`src/hw/rtl/wve_pkg.sv`:
```
// Shared constants and widths for the window velocity estimator.
// Used by wve_mul, wve_div and window_velocity_estimator_top; no dependencies.
`timescale 1ns / 1ps

package wve_pkg;

   localparam int WINDOW = 8;
   localparam int WB     = $clog2(WINDOW);
   localparam int HALF   = WINDOW / 2;

   // Exact sum widths: sums of d and altitude, sums of 64-bit products,
   // and the trapezoid accumulator.
   localparam int SD_W   = 33 + WB;
   localparam int SAD_W  = 65 + WB;
   localparam int ACC_W  = 67 + WB;
   localparam int NUM_W  = 2 * SD_W;
   localparam int PROD_W = NUM_W + SD_W;

   localparam int CNT_W  = $clog2(WINDOW + 4);

   localparam int REQ_W  = 96;
   localparam int RSP_W  = 104;

   localparam logic [1:0] REG_TPS = 2'd0;
   localparam logic [1:0] REG_MAX = 2'd1;
   localparam logic [1:0] REG_MIN = 2'd2;

   localparam logic [1:0] ERR_NONE  = 2'd0;
   localparam logic [1:0] ERR_UNDEF = 2'd1;
   localparam logic [1:0] ERR_RANGE = 2'd2;

endpackage

```
`src/hw/rtl/wve_div.sv`:
```
// Restoring signed divider, one quotient bit per cycle, truncating toward zero.
// Depends on wve_pkg for the operand width.
`timescale 1ns / 1ps

module wve_div (
   input  logic                              clock,
   input  logic                              reset,
   input  logic                              start,
   input  logic signed [wve_pkg::PROD_W-1:0] dividend,
   input  logic signed [wve_pkg::PROD_W-1:0] divisor,
   output logic                              busy,
   output logic signed [wve_pkg::PROD_W-1:0] quotient
);

   localparam int W    = wve_pkg::PROD_W;
   localparam int DC_W = $clog2(W + 1);

   logic            busy_ff;
   logic [DC_W-1:0] cnt_ff;
   logic            neg_ff;
   logic [W:0]      rem_ff;
   logic [W-1:0]    num_ff;
   logic [W-1:0]    den_ff;
   logic [W:0]      rem_sh;
   logic            fits;
   logic            fix;

   assign rem_sh = {rem_ff[W-1:0], num_ff[W-1]};
   assign fits   = (rem_sh >= {1'b0, den_ff});
   assign fix    = (cnt_ff == DC_W'(W));

   always_ff @(posedge clock) begin
      if (reset) begin
         busy_ff <= 1'b0;
         cnt_ff  <= '0;
      end else if (start) begin
         busy_ff <= 1'b1;
         cnt_ff  <= '0;
      end else if (busy_ff) begin
         cnt_ff <= cnt_ff + 1'b1;
         if (fix) begin
            busy_ff <= 1'b0;
         end
      end
   end

   always_ff @(posedge clock) begin
      if (start) begin
         neg_ff <= dividend[W-1] ^ divisor[W-1];
         rem_ff <= '0;
         num_ff <= dividend[W-1] ? W'(-dividend) : W'(dividend);
         den_ff <= divisor[W-1] ? W'(-divisor) : W'(divisor);
      end else if (busy_ff) begin
         if (fix) begin
            // Apply the sign once all magnitude bits are in.
            num_ff <= neg_ff ? W'(-num_ff) : num_ff;
         end else begin
            rem_ff <= fits ? (rem_sh - {1'b0, den_ff}) : rem_sh;
            num_ff <= {num_ff[W-2:0], fits};
         end
      end
   end

   assign busy     = busy_ff;
   assign quotient = num_ff;

endmodule

```
`config.mk`:
```
export PLATFORM = sky130hd
export DESIGN_NAME = wve_div
export DESIGN_NICKNAME = d
export VERILOG_FILES = /design/src/hw/rtl/wve_pkg.sv /design/src/hw/rtl/wve_div.sv
export SDC_FILE = /design/constraint.sdc
export NUM_CORES = 1
export LEC_CHECK = 0
export BUFFER_PORTS_ARGS = -buffer_cell sky130_fd_sc_hd__buf_4
export CAP_MARGIN = 30
export CORE_MARGIN = 5
export CORE_UTILIZATION = 65
export CTS_BUF_LIST = sky130_fd_sc_hd__clkbuf_4 sky130_fd_sc_hd__clkbuf_8
export DETAILED_ROUTE_END_ITERATION = 8
export PLACE_DENSITY = 0.95
export SETUP_SLACK_MARGIN = 0.5
export SLEW_MARGIN = 20
export SYNTH_ARGS = -nofsm -noshare
export SYNTH_HDL_FRONTEND = slang
export SYNTH_SLANG_ARGS = --single-unit
export TNS_END_PERCENT = 100
```
`constraint.sdc`:
```
create_clock -name clock -period 12.1 [get_ports clock]
set_clock_uncertainty 0.15 [all_clocks]
set_input_delay 0.605 -clock clock [delete_from_list [all_inputs] [get_ports clock]]
set_output_delay 0.605 -clock clock [all_outputs]
set_load 0.02 [all_outputs]
```
==> results.sh <==
export IMPL_power_density_nw_per_um2=106
export IMPL_p_seq_frac=0.428
export IMPL_cts_setup_buffers=0
export IMPL_yosys_register_bits=333
export IMPL_p_switching_w=0.00102
export IMPL_cts_sinks=333
export IMPL_fp_dieArea_um2=45900
export IMPL_layout_commonest_cell="nand2_1"
export IMPL_drc=0
export IMPL_start_kind="flip-flop"
export IMPL_first_global_vias=26200
export IMPL_nNetsFinal=3947
export IMPL_wl_per_cell_um=21.2
export IMPL_start_util=0.661
export IMPL_core_area_um2=41000
export IMPL_fp_dieH_um=214
export IMPL_cts_tree="done"
export IMPL_synth_fp_nets=3732
export IMPL_fin_crit_sh=0.428
export IMPL_cts_buffers_inserted=56
export IMPL_p_int_w=0.00226
export IMPL_cts_resized_gates=0
export IMPL_io_pins=328
export IMPL_final_core_util=0.757
export IMPL_tns_ps=0
export IMPL_ant_nets=0
export IMPL_fp_row_count=74
export IMPL_tightestPinTransition_ps=973
export IMPL_grt_max_degree=103
export IMPL_fin_crit_ps=5180
export IMPL_cp_data_required_time_ps=12490
export IMPL_clockRootBuffer="clkbuf_8"
export IMPL_placed_cells=4085
export IMPL_synthArstFlopShare=0
export IMPL_max_freq_mhz=193
export IMPL_antenna_found_initial=7
export IMPL_worstSetupPathType="flip-flop to flip-flop"
export IMPL_htree_levels=2
export IMPL_synth_area_per_cell_um2=7.98
export IMPL_drt_iter0_drc=3493
export IMPL_dr_total_vias=28100
export IMPL_drive_above_1_share=0.139
export IMPL_vdd_ir_drop_max_mv=0.136
export IMPL_synthCells=3399
export IMPL_maxCapViolCount=0
export IMPL_wirelength_um=89100
export IMPL_synth_edf_count=217
export IMPL_finalSetupViolCount=0
export IMPL_track_usage=0.367
export IMPL_drt_pass1_iter_count=8
export IMPL_timing_final_ws_setup_ps=6920
export IMPL_synth_cell_types=75
export IMPL_hold_viol_final=0
export IMPL_die_w_um=214
export IMPL_synth_warnings=0
export IMPL_holdWs_ps=33.9
export IMPL_status="complete, no violations"
export IMPL_rsz0062_at_grt="false"
export IMPL_syn_to_final_growth_pct=14.5
export IMPL_vias_per_cell=6.70
export IMPL_hold_class="input port to flip-flop"
export IMPL_final_max_slew_viol_count=0
export IMPL_synth_area_um2=27100
export IMPL_worstPathArrival_ps=5570
export IMPL_cellLeakagePower_nw=11.7
export IMPL_dp_slack_ps=6650
export IMPL_gp_congestion=1.01
export IMPL_grt_pass1_wl_um=140000
export IMPL_path_clk_slew_ps=60
export IMPL_grt_ovfl_total=0
export IMPL_io_buffers=327
export IMPL_dp_hpwl_um=65800
export IMPL_cp_max_fo=102
export IMPL_clkPwrFrac=0.357
export IMPL_layout_common_cells="nand2_1 (379), o21ai_0 (373), buf_4 (340)"
export IMPL_switching_share=0.310
export IMPL_cts_hold_buf=1
export IMPL_clkLatencyLatePin_ps=670
export IMPL_combPwrFrac=0.214
export IMPL_cts_buffer_depth=3
export IMPL_fin_cells=4199
export IMPL_slew_headroom=0.351
export IMPL_yosysSeqAreaShare=0.326
export IMPL_cp_end_kind="flip-flop"
export IMPL_ys_flop_type="edfxtp_1"
flip-flops by register name (all words and copies together) (netlist names):
register / cells
busy: 1
cnt_ff: 7
den_ff: 108
neg_ff: 1
quotient: 108
rem_ff: 108
worst max-delay path, cell delays in order (launching register included):
cell,delay [ps]
edfxtp_1,440
inv_1,100
ha_1,280
nand3_1,120
a21oi_1,80
o311a_1,380
nor4_1,470
o211ai_1,240
a221o_1,430
nand3_1,120
o21ai_0,140
a21oi_4,190
buf_4,720
nand2b_1,210
buf_4,480
nor4_1,140
a221o_1,290
power groups by stage:
stage / sequential [W] / clock (W) / combinational [W]
6_report: 0.00140 / 0.00117 / 0.000703
5_1_grt: 0.00141 / 0.00122 / 0.000760
4_1_cts: 0.00140 / 0.00117 / 0.000689
3_5_place_dp: 0.00142 / 0 / 0.000684
3_3_place_gp: 0.00142 / 0 / 0.000670
2_1_floorplan: 0.00145 / 0 / 0.000365
routing by layer:
| layer | vias up | track usage | wire (um) |
|---|---|---|---|
| met5 | - | 0 | 0 |
| met1 | 13000 | 0.459 | 33400 |
| met4 | 0 | 0.195 | 5580 |
| met2 | 1793 | 0.584 | 40200 |
| li1 | 13000 | - | - |
| met3 | 351 | 0.0954 | 9900 |
synth_stat cells (all sizes together), types with 9 or more instances:
cell type / number / share of area
o31ai: 75 / 0.021
nor3: 75 / 0.014
nand4: 58 / 0.013
a21boi: 9 / 0.0025
xnor2: 231 / 0.075
or2: 36 / 0.0083
a21oi: 275 / 0.051
a211oi: 27 / 0.0075
or4: 51 / 0.015
nand3: 41 / 0.0077
and3: 10 / 0.0023
a31oi: 26 / 0.0060
ha: 113 / 0.052
dfxtp: 116 / 0.086
o311ai: 23 / 0.0074
nand2b: 39 / 0.0093
o21ai: 374 / 0.069
a21o: 39 / 0.011
edfxtp: 217 / 0.24
o211ai: 48 / 0.013
nand2: 379 / 0.052
inv: 165 / 0.023
xor2: 101 / 0.033
nand3b: 11 / 0.0030
nor2: 265 / 0.037
o21a: 14 / 0.0039
o21bai: 34 / 0.0094
nor4: 42 / 0.0097
a22o: 49 / 0.016
or3: 75 / 0.017
nor2b: 9 / 0.0021
a22oi: 21 / 0.0058
buf: 22 / 0.0032
o22ai: 20 / 0.0046
clkbuf: 166 / 0.023
a32oi: 24 / 0.0077
o41ai: 39 / 0.013
area by class of cell:
cell class / count / area (um2)
Multi-Input combinational cell: 2713 / 17000
Fill cell: 2956 / 9950
Sequential cell: 333 / 8840
Timing Repair Buffer: 345 / 2640
Clock buffer: 85 / 1030
Tap cell: 532 / 666
Inverter: 165 / 619
Clock inverter: 19 / 245
Antenna cell: 7 / 17.5
through the flow:
step,total power (W),cell area (um2)
after floorplan,0.00182,27100
after global placement,0.00209,29700
after detailed placement,0.00211,29700
after CTS,0.00326,31000
after global routing,0.00339,31100
final,0.00328,31100
worst paths after layout:
| check | cells past startpoint | start | to | slack (ps) |
|---|---|---|---|---|
| worst max-delay path | 16 | den_ff[3] | rem_ff[82] | 6920 |
| worst min-delay path | 1 | divisor[0] | den_ff[0] | 30 |
| worst max register to register | 16 | den_ff[3] | rem_ff[82] | 6920 |
| worst min register to register | 2 | rem_ff[9] | rem_ff[9] | 340 |
cells by family (layout without fill, tap and decap cells):
group / Yosys count / after routing / share of synthesized area
compound gates: 1146 / 1146 / 0.265
simple gates: 1111 / 1111 / 0.197
buf+inv: 353 / 614 / 0.0490
flops: 333 / 333 / 0.326
xor+xnor: 332 / 332 / 0.107
fa+ha+maj: 114 / 114 / 0.0529
mux: 10 / 10 / 0.00378
other cells: 0 / 7 / 0
Power figures use the tool's default switching activity.
