## src/hw/rtl/wve_pkg.sv

```systemverilog
// Shared constants and widths for the window velocity estimator.
// Used by wve_mul, wve_div and window_velocity_estimator_top; no dependencies.
`timescale 1ns / 1ps

package wve_pkg;

   localparam int WINDOW = 8;
   localparam int WB     = $clog2(WINDOW);
   localparam int HALF   = WINDOW / 2;

   // Exact sum widths: sums of d and altitude, sums of 64-bit products,
   // and the trapezoid accumulator.
   localparam int SD_W   = 33 + WB;
   localparam int SAD_W  = 65 + WB;
   localparam int ACC_W  = 67 + WB;
   localparam int NUM_W  = 2 * SD_W;
   localparam int PROD_W = NUM_W + SD_W;

   localparam int CNT_W  = $clog2(WINDOW + 4);

   localparam int REQ_W  = 96;
   localparam int RSP_W  = 104;

   localparam logic [1:0] REG_TPS = 2'd0;
   localparam logic [1:0] REG_MAX = 2'd1;
   localparam logic [1:0] REG_MIN = 2'd2;

   localparam logic [1:0] ERR_NONE  = 2'd0;
   localparam logic [1:0] ERR_UNDEF = 2'd1;
   localparam logic [1:0] ERR_RANGE = 2'd2;

endpackage

```

## src/hw/rtl/wve_mul.sv

```systemverilog
// Bit-serial signed multiplier, one multiplier bit per cycle.
// Depends on wve_pkg for operand and product widths.
`timescale 1ns / 1ps

module wve_mul (
   input  logic                             clock,
   input  logic                             reset,
   input  logic                             start,
   input  logic signed [wve_pkg::NUM_W-1:0] a,
   input  logic signed [wve_pkg::SD_W-1:0]  b,
   output logic                             busy,
   output logic signed [wve_pkg::PROD_W-1:0] product
);

   localparam int MC_W = $clog2(wve_pkg::SD_W);

   logic                              busy_ff;
   logic [MC_W-1:0]                   cnt_ff;
   logic signed [wve_pkg::PROD_W-1:0] acc_ff;
   logic signed [wve_pkg::PROD_W-1:0] mcand_ff;
   logic [wve_pkg::SD_W-1:0]          mplier_ff;
   logic                              last;

   assign last = (cnt_ff == MC_W'(wve_pkg::SD_W - 1));

   always_ff @(posedge clock) begin
      if (reset) begin
         busy_ff <= 1'b0;
         cnt_ff  <= '0;
      end else if (start) begin
         busy_ff <= 1'b1;
         cnt_ff  <= '0;
      end else if (busy_ff) begin
         cnt_ff <= cnt_ff + 1'b1;
         if (last) begin
            busy_ff <= 1'b0;
         end
      end
   end

   always_ff @(posedge clock) begin
      if (start) begin
         acc_ff    <= '0;
         mcand_ff  <= wve_pkg::PROD_W'(a);
         mplier_ff <= b;
      end else if (busy_ff) begin
         // The top bit of the multiplier carries negative weight.
         if (mplier_ff[0]) begin
            if (last) begin
               acc_ff <= acc_ff - mcand_ff;
            end else begin
               acc_ff <= acc_ff + mcand_ff;
            end
         end
         mcand_ff  <= mcand_ff <<< 1;
         mplier_ff <= mplier_ff >> 1;
      end
   end

   assign busy    = busy_ff;
   assign product = acc_ff;

endmodule

```

## config.mk

```make
export PLATFORM = sky130hd
export DESIGN_NAME = wve_mul
export DESIGN_NICKNAME = d
export VERILOG_FILES = /design/src/hw/rtl/wve_pkg.sv /design/src/hw/rtl/wve_mul.sv
export SDC_FILE = /design/constraint.sdc
export NUM_CORES = 1
export LEC_CHECK = 0
export BUFFER_PORTS_ARGS = -buffer_cell sky130_fd_sc_hd__buf_2
export CORE_MARGIN = 4
export CORE_UTILIZATION = 40
export DETAILED_ROUTE_END_ITERATION = 12
export GPL_ROUTABILITY_DRIVEN = 0
export GPL_TIMING_DRIVEN = 0
export PLACE_DENSITY = 0.6
export SYNTH_ARGS = -nofsm -noshare
export SYNTH_HDL_FRONTEND = slang
export SYNTH_SLANG_ARGS = --single-unit
```

## constraint.sdc

```tcl
create_clock -name clock -period 5.33 [get_ports clock]
set_input_delay 0.2665 -clock clock [delete_from_list [all_inputs] [get_ports clock]]
set_output_delay 0.2665 -clock clock [all_outputs]
set_load 0.05 [all_outputs]
```

==> run metrics, run 1 <==
core box area=46700 µm²; critical path class=flip-flop to flip-flop; Fillers=4294; Fin Clk Skew=0.00985 ns; r2r setup slk=-0.46 ns; share of post-route cells with drive strength above 1=0.265; WL final=65800 µm; Final Hold Viols=0; Leak Pwr=10.5 nW; crit-path max FO=4; DRT Pass-1 Iters=8; Post-Syn Nets=2423; Ys Warns=0; count of different cell masters after synthesis=75; Worst-path clk slew=0.06 ns; power per cell area=278 nW/µm²; status=finished, violations left; Async SR Flop Fraction=0; largest net degree at the start of global routing=64; critical path endpoint category=flip-flop; Avg Synthesized Cell Area=8.58 µm²; fin crit period=5.79 ns; die area=50800 µm²; slew margin rel.=0.142; CTS Root Cell=clkbuf_16; GRT Residual Overflow=0; Final Max Slew Viols=0; Die Y=225 µm; Synth Instances=2202; clk_lat worst skew=0.59 ns; ANT nets after route=0; Clock Path Buffers=3; CTS sink count=259; number of flops mapped to enable cells by yosys=144; CP Cell Sequence=or4_4 > or3_4 > or4_4 > or4_4 > or4_4 > o41ai_4 > xor2_1 > ha_2 > and3_4 > nand3_4 > nor4_4 > o2111ai_4 > nand4_1 > a41o_4 > a31oi_4 > buf_12 > o31ai_4 > xnor2_1 > o21ai_1; # rows=79; GR Util All Layers=0.246; Post-DP Area=20800 µm²; CP peak stage delay=0.55 ns; Tot Pwr=0.00698 W; vias per cell=5.68; starting density of the core=0.405; unrepaired setup endpoints after global routing=true; antenna violations before repair=3; #FFs+latches synth=259; DR WL/cell=20.2 µm; setup ws final=-0.460 ns; I/O Pins=220; Layout Nets=2853; TritonCTS buffer count=31; area delta synth->final=32.9%; fmax=0.173 GHz; slowest stage cell, crit path=or4_4; DR iter-0 viols=1303; Final Setup Violations=58; via total after detailed routing=18600; port bufs=218; number of global-route vias before repair=18100; Post-synth top flop=edfxtp_1; period utilisation layout=1.09; Worst VDD drop=0.000258 V; CTS HTree Levels=1; first-pass GRT wire length=100000 µm; CP arrival=6.24 ns; Reg-to-Reg End=product[99]$_SDFFE_PP0P_; start of the worst register-to-register path=mcand_ff[5]$_DFFE_PP_; DRC=0; HPWL Detailed=48100 µm; failing checks=negative setup slack; max-cap viol count=0; sequential cell area fraction in the yosys report=0.351; slew of the pin with the lowest slew margin=1.29 ns; Design Area, Final=25100 µm²; WP data required=5.78 ns; r2r worst-path depth=19; Hold Path Class=primary input to flip-flop; Worst Setup EP=product[99]$_SDFFE_PP0P_; Die X=225 µm; launch point of the critical path=mcand_ff[5]$_DFFE_PP_; cell mode on critical path=or4_4; CP startpoint kind=flip-flop; synthesized area=18900 µm²; CTS tree=done
==> cells in the mapped netlist, drive strengths merged (4+ instances only) <==
cell type  instances  area share
a221o              4      0.0021
a211oi            15      0.0060
and3              14      0.0046
o211ai            11      0.0044
o41ai             10      0.0054
o31ai             27       0.011
nor4              13      0.0051
a31oi             28      0.0093
nor2b             18      0.0060
xnor2            104       0.048
or2                9      0.0030
nand2            258       0.051
buf                9      0.0020
o21a              11      0.0044
clkbuf           112       0.022
a21o              53       0.021
nand3             39       0.011
and2              10      0.0033
a21boi            10      0.0040
and4               8      0.0037
nor3              33       0.010
inv               82       0.016
or4               12      0.0058
nand2b            16      0.0054
ha               109       0.072
nor2             142       0.028
o221ai             4      0.0019
nand4             57       0.019
mux2             103       0.061
o21bai            31       0.012
or3               21      0.0076
dfxtp            115        0.12
xor2              99       0.046
a21oi            235       0.062
edfxtp           144        0.23
mux2i              4      0.0021
o21ai            192       0.051
==> metrics by stage <==
| stage | setup TNS (ns) | utilization | setup slack [ns] | instances | hold slack (ns) |
|---|---|---|---|---|---|
| 3_3_place_gp | -127.21 | 0.445 | -1.49 | 3027 | 0.461 |
| 3_5_place_dp | -58.72 | 0.447 | -1.45 | 3029 | 0.467 |
| 6_report | -14.01 | 0.538 | -0.460 | 3265 | 0.232 |
| 4_1_cts | -19.96 | 0.521 | -0.663 | 3243 | 0.189 |
| 2_1_floorplan | -0.602 | - | -0.191 | 2202 | 0.339 |
| 5_1_grt | -21.71 | 0.538 | -0.580 | 3265 | 0.240 |
==> report_power, final <==
group          leakage, nW  switching, W  internal [W]
registers             2.39      0.000193       0.00233
logic                 7.56       0.00140      0.000868
clock network        0.519      0.000895       0.00129
total                 10.5       0.00248       0.00449
==> cell usage in the layout (no fill, tap or decap), drive strengths merged, types with 4 or more instances in the layout <==
| cell | n |
|---|---|
| buf | 320 |
| nand2 | 258 |
| a21oi | 235 |
| o21ai | 192 |
| edfxtp | 144 |
| nor2 | 142 |
| clkbuf | 136 |
| dfxtp | 115 |
| ha | 109 |
| dlygate4sd3 | 108 |
| xnor2 | 104 |
| mux2 | 103 |
| xor2 | 99 |
| inv | 84 |
| nand4 | 57 |
| a21o | 53 |
| nand3 | 39 |
| nor3 | 33 |
| o21bai | 31 |
| a31oi | 28 |
| o31ai | 27 |
| or3 | 21 |
| nor2b | 18 |
| nand2b | 16 |
| a211oi | 15 |
| and3 | 14 |
| nor4 | 13 |
| or4 | 12 |
| o211ai | 11 |
| o21a | 11 |
| and2 | 10 |
| a21boi | 10 |
| o41ai | 10 |
| or2 | 9 |
| and4 | 8 |
| clkinv | 8 |
| mux2i | 4 |
| a221o | 4 |
| o221ai | 4 |
==> per-layer routing <==
layer  track usage  part of all wire  up-vias
li1              -                 -     8862
met3        0.0412             0.071      156
met4        0.0838             0.043        4
met1         0.327              0.43     8851
met2         0.409              0.46      686
met5             0           0.00032        -
==> timing repair <==
| item | CTS | global route |
|---|---|---|
| pin swaps | 89 | 100 |
| buffers inserted | 57 | 41 |
| hold buffers | 108 | 0 |
| gates resized for setup | 226 | 147 |
| endpoints found under the hold margin | 108 | 0 |
| setup endpoints to repair | 82 | 74 |
==> area by class of cell <==
class                           count  area (µm²)  area share
Multi-Input combinational cell   1740       12900       0.515
Sequential cell                   259        6630       0.264
Timing Repair Buffer              419        3050       0.121
Clock buffer                       46         923      0.0368
Tap cell                          607         759      0.0303
Buffer                             99         397      0.0158
Inverter                           82         308      0.0123
Clock inverter                     12         120     0.00478
Antenna cell                        1        2.50   0.0000997
==> sequential cells by signal, indices dropped and copies added, names as in the netlist <==
| register | count |
|---|---|
| product | 108 |
| mplier_ff | 36 |
| busy | 1 |
| cnt_ff | 6 |
| mcand_ff | 108 |
==> worst max-delay path, delay by kind of cell (launching register included) <==
| family | cells | cell delay, ns |
|---|---|---|
| and+or+nand+nor | 9 | 3.18 |
| AOI/OAI and AO/OA | 6 | 1.17 |
| adders and majority gates | 1 | 0.41 |
| DFF | 1 | 0.40 |
| xor gates and xnor gates | 2 | 0.30 |
| buffers and inverters | 1 | 0.17 |
==> how the worst min path moves through the flow <==
stage | start | endpoint | slack [ns] | cells after the start
floorplan | reset | busy$_SDFF_PP0_ | 0.34 | 1
global placement | product[7]$_SDFFE_PP0P_ | product[7]$_SDFFE_PP0P_ | 0.46 | 2
detailed placement | product[7]$_SDFFE_PP0P_ | product[7]$_SDFFE_PP0P_ | 0.47 | 2
CTS | a[71] | mcand_ff[75]$_DFFE_PP_ | 0.19 | 3
global route | a[71] | mcand_ff[75]$_DFFE_PP_ | 0.24 | 3
finish | a[71] | mcand_ff[76]$_DFFE_PP_ | 0.23 | 3
==> kinds of logic (layout without fill, tap and decap cells) <==
logic type	count (synthesis)	after routing	share of synthesized area
other	0	1	0
flip-flops	259	259	0.351
buffers and inverters	203	658	0.0405
adder cells (fa/ha/maj)	110	110	0.0732
XOR/XNOR	203	203	0.0941
AO/OA/AOI/OAI	665	665	0.211
AND/OR/NAND/NOR	655	655	0.167
multiplexers	107	107	0.0635
Note: power is estimated with default switching activity, not from simulation.
==> inputs of run 2 (changes only) <==
--- a/config.mk
+++ b/config.mk
@@ -10,7 +10,7 @@
 export CORE_UTILIZATION = 40
 export DETAILED_ROUTE_END_ITERATION = 12
 export GPL_ROUTABILITY_DRIVEN = 0
-export GPL_TIMING_DRIVEN = 0
+export GPL_TIMING_DRIVEN = 1
 export PLACE_DENSITY = 0.6
 export SYNTH_ARGS = -nofsm -noshare
 export SYNTH_HDL_FRONTEND = slang
==> run metrics, run 2 (same netlist as run 1, synthesis figures left out) <==
vias per cell=5.45; number of global-route vias before repair=19100; Die Y=225 µm; GRT Residual Overflow=0; ANT nets after route=0; r2r worst-path depth=23; CTS tree=done; Final Setup Violations=50; CTS sink count=259; Worst-path clk slew=0.06 ns; fmax=0.176 GHz; share of post-route cells with drive strength above 1=0.352; slew margin rel.=0.0740; period utilisation layout=1.06; Leak Pwr=11.8 nW; failing checks=negative setup slack; core box area=46700 µm²; first-pass GRT wire length=100000 µm; most common cell after layout, fill and taps aside=buf_4; WP data required=5.74 ns; Die X=225 µm; largest net degree at the start of global routing=142; ANT cells=0; I/O Pins=220; Multi-input gate area=12400 µm²; CTS HTree Levels=2; power per cell area=282 nW/µm²; HPWL Detailed=48300 µm; Fillers=4204; Util after Layout=0.567; GR Util All Layers=0.244; starting density of the core=0.405; DR iter-0 viols=1379; Final Max Slew Viols=0; WL final=64100 µm; Clock Path Buffers=3; Layout Nets=3073; port bufs=219; critical path endpoint category=flip-flop; Reg area=6630 µm²; CP startpoint kind=flip-flop; area delta synth->final=40.0%; die area=50800 µm²; TritonCTS buffer count=36; Setup WS pre-CTS=-0.779 ns; antenna violations before repair=1; DRC=0; via total after detailed routing=19000; unrepaired setup endpoints after global routing=true; DR WL/cell=18.4 µm; slew of the pin with the lowest slew margin=1.38 ns; clk_lat worst skew=0.55 ns; critical path class=flip-flop to flip-flop; leading cell types in the layout, fill and taps excluded=446 x buf_4, 252 x nand2_1, 218 x buf_2; Hold Crit Depth=2; Worst VDD drop=0.000249 V; # rows=79; Hold Path Class=primary input to flip-flop; fin crit period=5.67 ns; crit-path max FO=3; DRT Pass-1 Iters=8; Fin Clk Skew=0.0179 ns; CP arrival=6.08 ns; status=finished, violations left; CTS Root Cell=clkbuf_16; Final Hold Viols=0; max-cap viol count=0; setup ws final=-0.338 ns
==> run 2: cell types whose count changed in the layout (fill, tap and decap cells not counted), moves of 9 or more <==
cell / previous run / this run
a21oi_2: 41 / 28
dlygate4sd3_1: 108 / 45
a21oi_1: 189 / 204
clkbuf_1: 92 / 7
o21ai_0: 132 / 159
buf_4: 62 / 446
ha_2: 9 / 0
o21ai_1: 44 / 23
ha_1: 96 / 109
==> run 2: routing by layer <==
metal	vias to the layer above	track usage	wire [µm]
met4	2	0.0824	1960
li1	9295	-	-
met3	118	0.0378	3760
met2	545	0.415	30800
met5	-	0	14
met1	9061	0.316	27600
==> run 2: worst paths after layout <==
check | start | end | slack, ns
hold reg to reg | product[24]$_SDFFE_PP0P_ | product[24]$_SDFFE_PP0P_ | 0.47
setup reg to reg | mcand_ff[4]$_DFFE_PP_ | product[76]$_SDFFE_PP0P_ | -0.34
setup / recovery | mcand_ff[4]$_DFFE_PP_ | product[76]$_SDFFE_PP0P_ | -0.34
hold / removal | a[46] | mcand_ff[46]$_DFFE_PP_ | 0.02
==> run 2: layout make-up <==
| class | count | area share |
|---|---|---|
| clock inverter | 18 | 0.00577 |
| sequential | 259 | 0.250 |
| multi-input combinational | 1740 | 0.469 |
| tap | 607 | 0.0287 |
| timing repair buffer | 733 | 0.196 |
| clock buffer | 48 | 0.0381 |
| inverter | 82 | 0.0116 |
==> run 2: timing repair <==
item	in CTS	in global routing
pin swaps	70	56
setup endpoints to repair	64	68
resized for setup	112	105
hold buffers	45	0
buffers inserted	22	14
gates cloned	0	0
endpoints found under the hold margin	45	0
==> run 2: stage by stage <==
| step | hold slack, ns | instances | cell area [µm²] | setup TNS, ns | total power (W) |
|---|---|---|---|---|---|
| after floorplan | 0.339 | 2202 | 18900 | -0.602 | 0.00392 |
| after global placement | 0.439 | 3354 | 23700 | -22.66 | 0.00487 |
| after detailed placement | 0.455 | 3354 | 23700 | -26.57 | 0.00491 |
| after CTS | 0.000289 | 3482 | 26000 | -7.94 | 0.00742 |
| after global routing | 0.0178 | 3487 | 26500 | -20.13 | 0.00783 |
| final | 0.0247 | 3487 | 26500 | -9.35 | 0.00746 |
==> run 2: report_power, final <==
| group | total [W] | switching [W] | internal, W | leakage [nW] |
|---|---|---|---|---|
| combinational | 0.00259 | 0.00145 | 0.00114 | 8.81 |
| sequential | 0.00249 | 0.000159 | 0.00233 | 2.39 |
| clock | 0.00238 | 0.000954 | 0.00143 | 0.569 |
==> run 2: worst max-delay path, cell delays in order, from the launching register on <==
cell	delay, ns
edfxtp_1	0.38
or4_4	0.55
or3_4	0.43
or4_4	0.44
or4_4	0.43
or4_4	0.44
buf_6	0.14
o41ai_4	0.21
xor2_1	0.20
ha_1	0.28
buf_6	0.13
nand4_1	0.07
inv_1	0.06
a211oi_2	0.23
o211a_1	0.25
o311ai_4	0.14
a31o_2	0.26
a21oi_2	0.15
o21ai_1	0.08
buf_4	0.18
buf_6	0.12
a21oi_2	0.12
xor2_1	0.15
o21ai_0	0.08
==> inputs of run 3 (changes only) <==
--- a/config.mk
+++ b/config.mk
@@ -12,6 +12,7 @@
 export GPL_ROUTABILITY_DRIVEN = 0
 export GPL_TIMING_DRIVEN = 1
 export PLACE_DENSITY = 0.6
+export REMOVE_ABC_BUFFERS = 1
 export SYNTH_ARGS = -nofsm -noshare
 export SYNTH_HDL_FRONTEND = slang
 export SYNTH_SLANG_ARGS = --single-unit
==> run metrics, run 3 (same netlist as run 1, synthesis figures left out) <==
GRT Residual Overflow=0; fin crit period=5.80 ns; Final Max Slew Viols=0; number of global-route vias before repair=19400; CTS tree=done; launch point of the critical path=mcand_ff[5]$_DFFE_PP_; WL final=67800 µm; Final Setup Violations=55; Fin Clk Skew=0.0207 ns; largest net degree at the start of global routing=83; Fillers=4214; unrepaired setup endpoints after global routing=true; Leak Pwr=11.9 nW; clk_lat worst skew=0.55 ns; fmax=0.172 GHz; DRT Pass-1 Iters=6; first-pass GRT wire length=104000 µm; Clock Path Buffers=3; DR iter-0 viols=1391; Final Hold Viols=0; WP data required=5.75 ns; I/O Pins=220; Worst Setup EP=product[85]$_SDFFE_PP0P_; sequential group share of total power=0.327; DR WL/cell=19.4 µm; r2r worst-path depth=21; Reg-to-Reg End=product[85]$_SDFFE_PP0P_; antenna violations before repair=2; Reg area=6630 µm²; start of the worst register-to-register path=mcand_ff[5]$_DFFE_PP_; Die X=225 µm; port bufs=219; via total after detailed routing=19600; leading cell types in the layout, fill and taps excluded=445 x buf_4, 249 x nand2_1, 218 x buf_2; setup TNS=-11.73 ns; starting density of the core=0.405; CTS HTree Levels=2; HPWL Detailed=50700 µm; GR Util All Layers=0.255; CTS sink count=259; DRC=0; Logic pwr share=0.355; share of post-route cells with drive strength above 1=0.361; Worst-path clk slew=0.06 ns; failing checks=negative setup slack; power per cell area=283 nW/µm²; slew margin rel.=0.208; slew of the pin with the lowest slew margin=1.18 ns; CP arrival=6.22 ns; r2r setup slk=-0.47 ns; vias per cell=5.59; # rows=79; clock network fraction of total power=0.318; Die Y=225 µm; CP startpoint kind=flip-flop; Hold Path Class=primary input to flip-flop; CTS Root Cell=clkbuf_16; critical path class=flip-flop to flip-flop; area delta synth->final=42.0%; Layout Nets=3091; critical path endpoint category=flip-flop; ANT nets after route=0; Multi-input gate area=12600 µm²; Tot Pwr=0.00758 W; max-cap viol count=0; period utilisation layout=1.09; crit-path max FO=4; setup ws final=-0.468 ns; die area=50800 µm²; status=finished, violations left; Internal=0.00499 W; core box area=46700 µm²; WHS=0.0244 ns; switching share of power=0.342; TritonCTS buffer count=34; Worst VDD drop=0.000265 V; Switch Pwr=0.00260 W; most common cell after layout, fill and taps aside=buf_4
[run 3: cell count changes in the layout (fill, tap and decap cells not counted), moves of 4 or more]
cell,previous run,this run
dlygate4sd3_1,45,49
o21ai_0,159,145
nor2_2,9,3
o21ai_1,23,35
a21oi_1,204,196
nor2_1,129,133
buf_6,21,39
a21oi_4,3,9
[run 3: through the flow]
step / instance area, µm² / setup slack (ns) / util / instances
floorplan: 18400 / -0.304 / - / 2081
global placement: 23700 / -0.614 / 0.508 / 3355
detailed placement: 23700 / -0.702 / 0.508 / 3355
CTS: 26200 / -0.380 / 0.562 / 3490
global route: 26800 / -0.705 / 0.575 / 3502
finish: 26800 / -0.468 / 0.575 / 3503
[run 3: final cells by class]
cell class / instances / share of cell area
timing repair buffer: 753 / 0.201
multi-input combinational: 1740 / 0.470
clock buffer: 47 / 0.0363
inverter: 82 / 0.0115
tap: 607 / 0.0283
clock inverter: 14 / 0.00634
antenna: 1 / 0.0000933
sequential: 259 / 0.247
[run 3: layer usage]
layer	up-vias	global-route usage	wire, µm
li1	9347	-	-
met1	9414	0.331	28700
met2	675	0.427	32000
met3	150	0.0494	4780
met4	2	0.0842	2220
met5	-	0	7
[run 3: power by group through the flow]
stage,registers [W],clock network [W],logic [W]
after detailed placement,0.00252,0,0.00240
after floorplan,0.00274,0,0.00115
after CTS,0.00248,0.00246,0.00256
final,0.00248,0.00241,0.00269
after global routing,0.00250,0.00254,0.00289
after global placement,0.00251,0,0.00237
[run 3: how the worst min path moves through the flow]
stage / end / slack, ns / from / cells past startpoint
CTS: mcand_ff[31]$_DFFE_PP_ / 0.0003 / a[31] / 2
detailed placement: product[20]$_SDFFE_PP0P_ / 0.46 / product[20]$_SDFFE_PP0P_ / 2
global route: mplier_ff[11]$_DFFE_PP_ / 0.004 / b[11] / 2
global placement: product[47]$_SDFFE_PP0P_ / 0.46 / product[47]$_SDFFE_PP0P_ / 2
floorplan: product[107]$_SDFFE_PP0P_ / 0.34 / start / 1
finish: mcand_ff[31]$_DFFE_PP_ / 0.02 / a[31] / 2
[run 3: repair_timing]
action                                  in CTS  in global routing
pin swaps                                   78                 87
endpoints found under the setup margin      67                 70
hold buffers                                49                  0
buffers inserted                            32                 23
hold endpoints to repair                    49                  0
gates resized for setup                    173                128
[run 3: worst max-delay path: stages, from the launching register on]
cell	delay, ns
edfxtp_1	0.40
or4_4	0.56
or3_4	0.40
or4_4	0.46
or4_4	0.44
or4_4	0.44
buf_6	0.14
o41ai_4	0.21
xor2_1	0.11
ha_1	0.32
and3_4	0.21
nand3_4	0.10
nor3_2	0.21
o2111ai_2	0.22
a211oi_4	0.33
o211ai_1	0.13
buf_4	0.19
buf_4	0.14
a211oi_4	0.28
nand2b_4	0.18
xnor2_1	0.10
o21ai_0	0.08
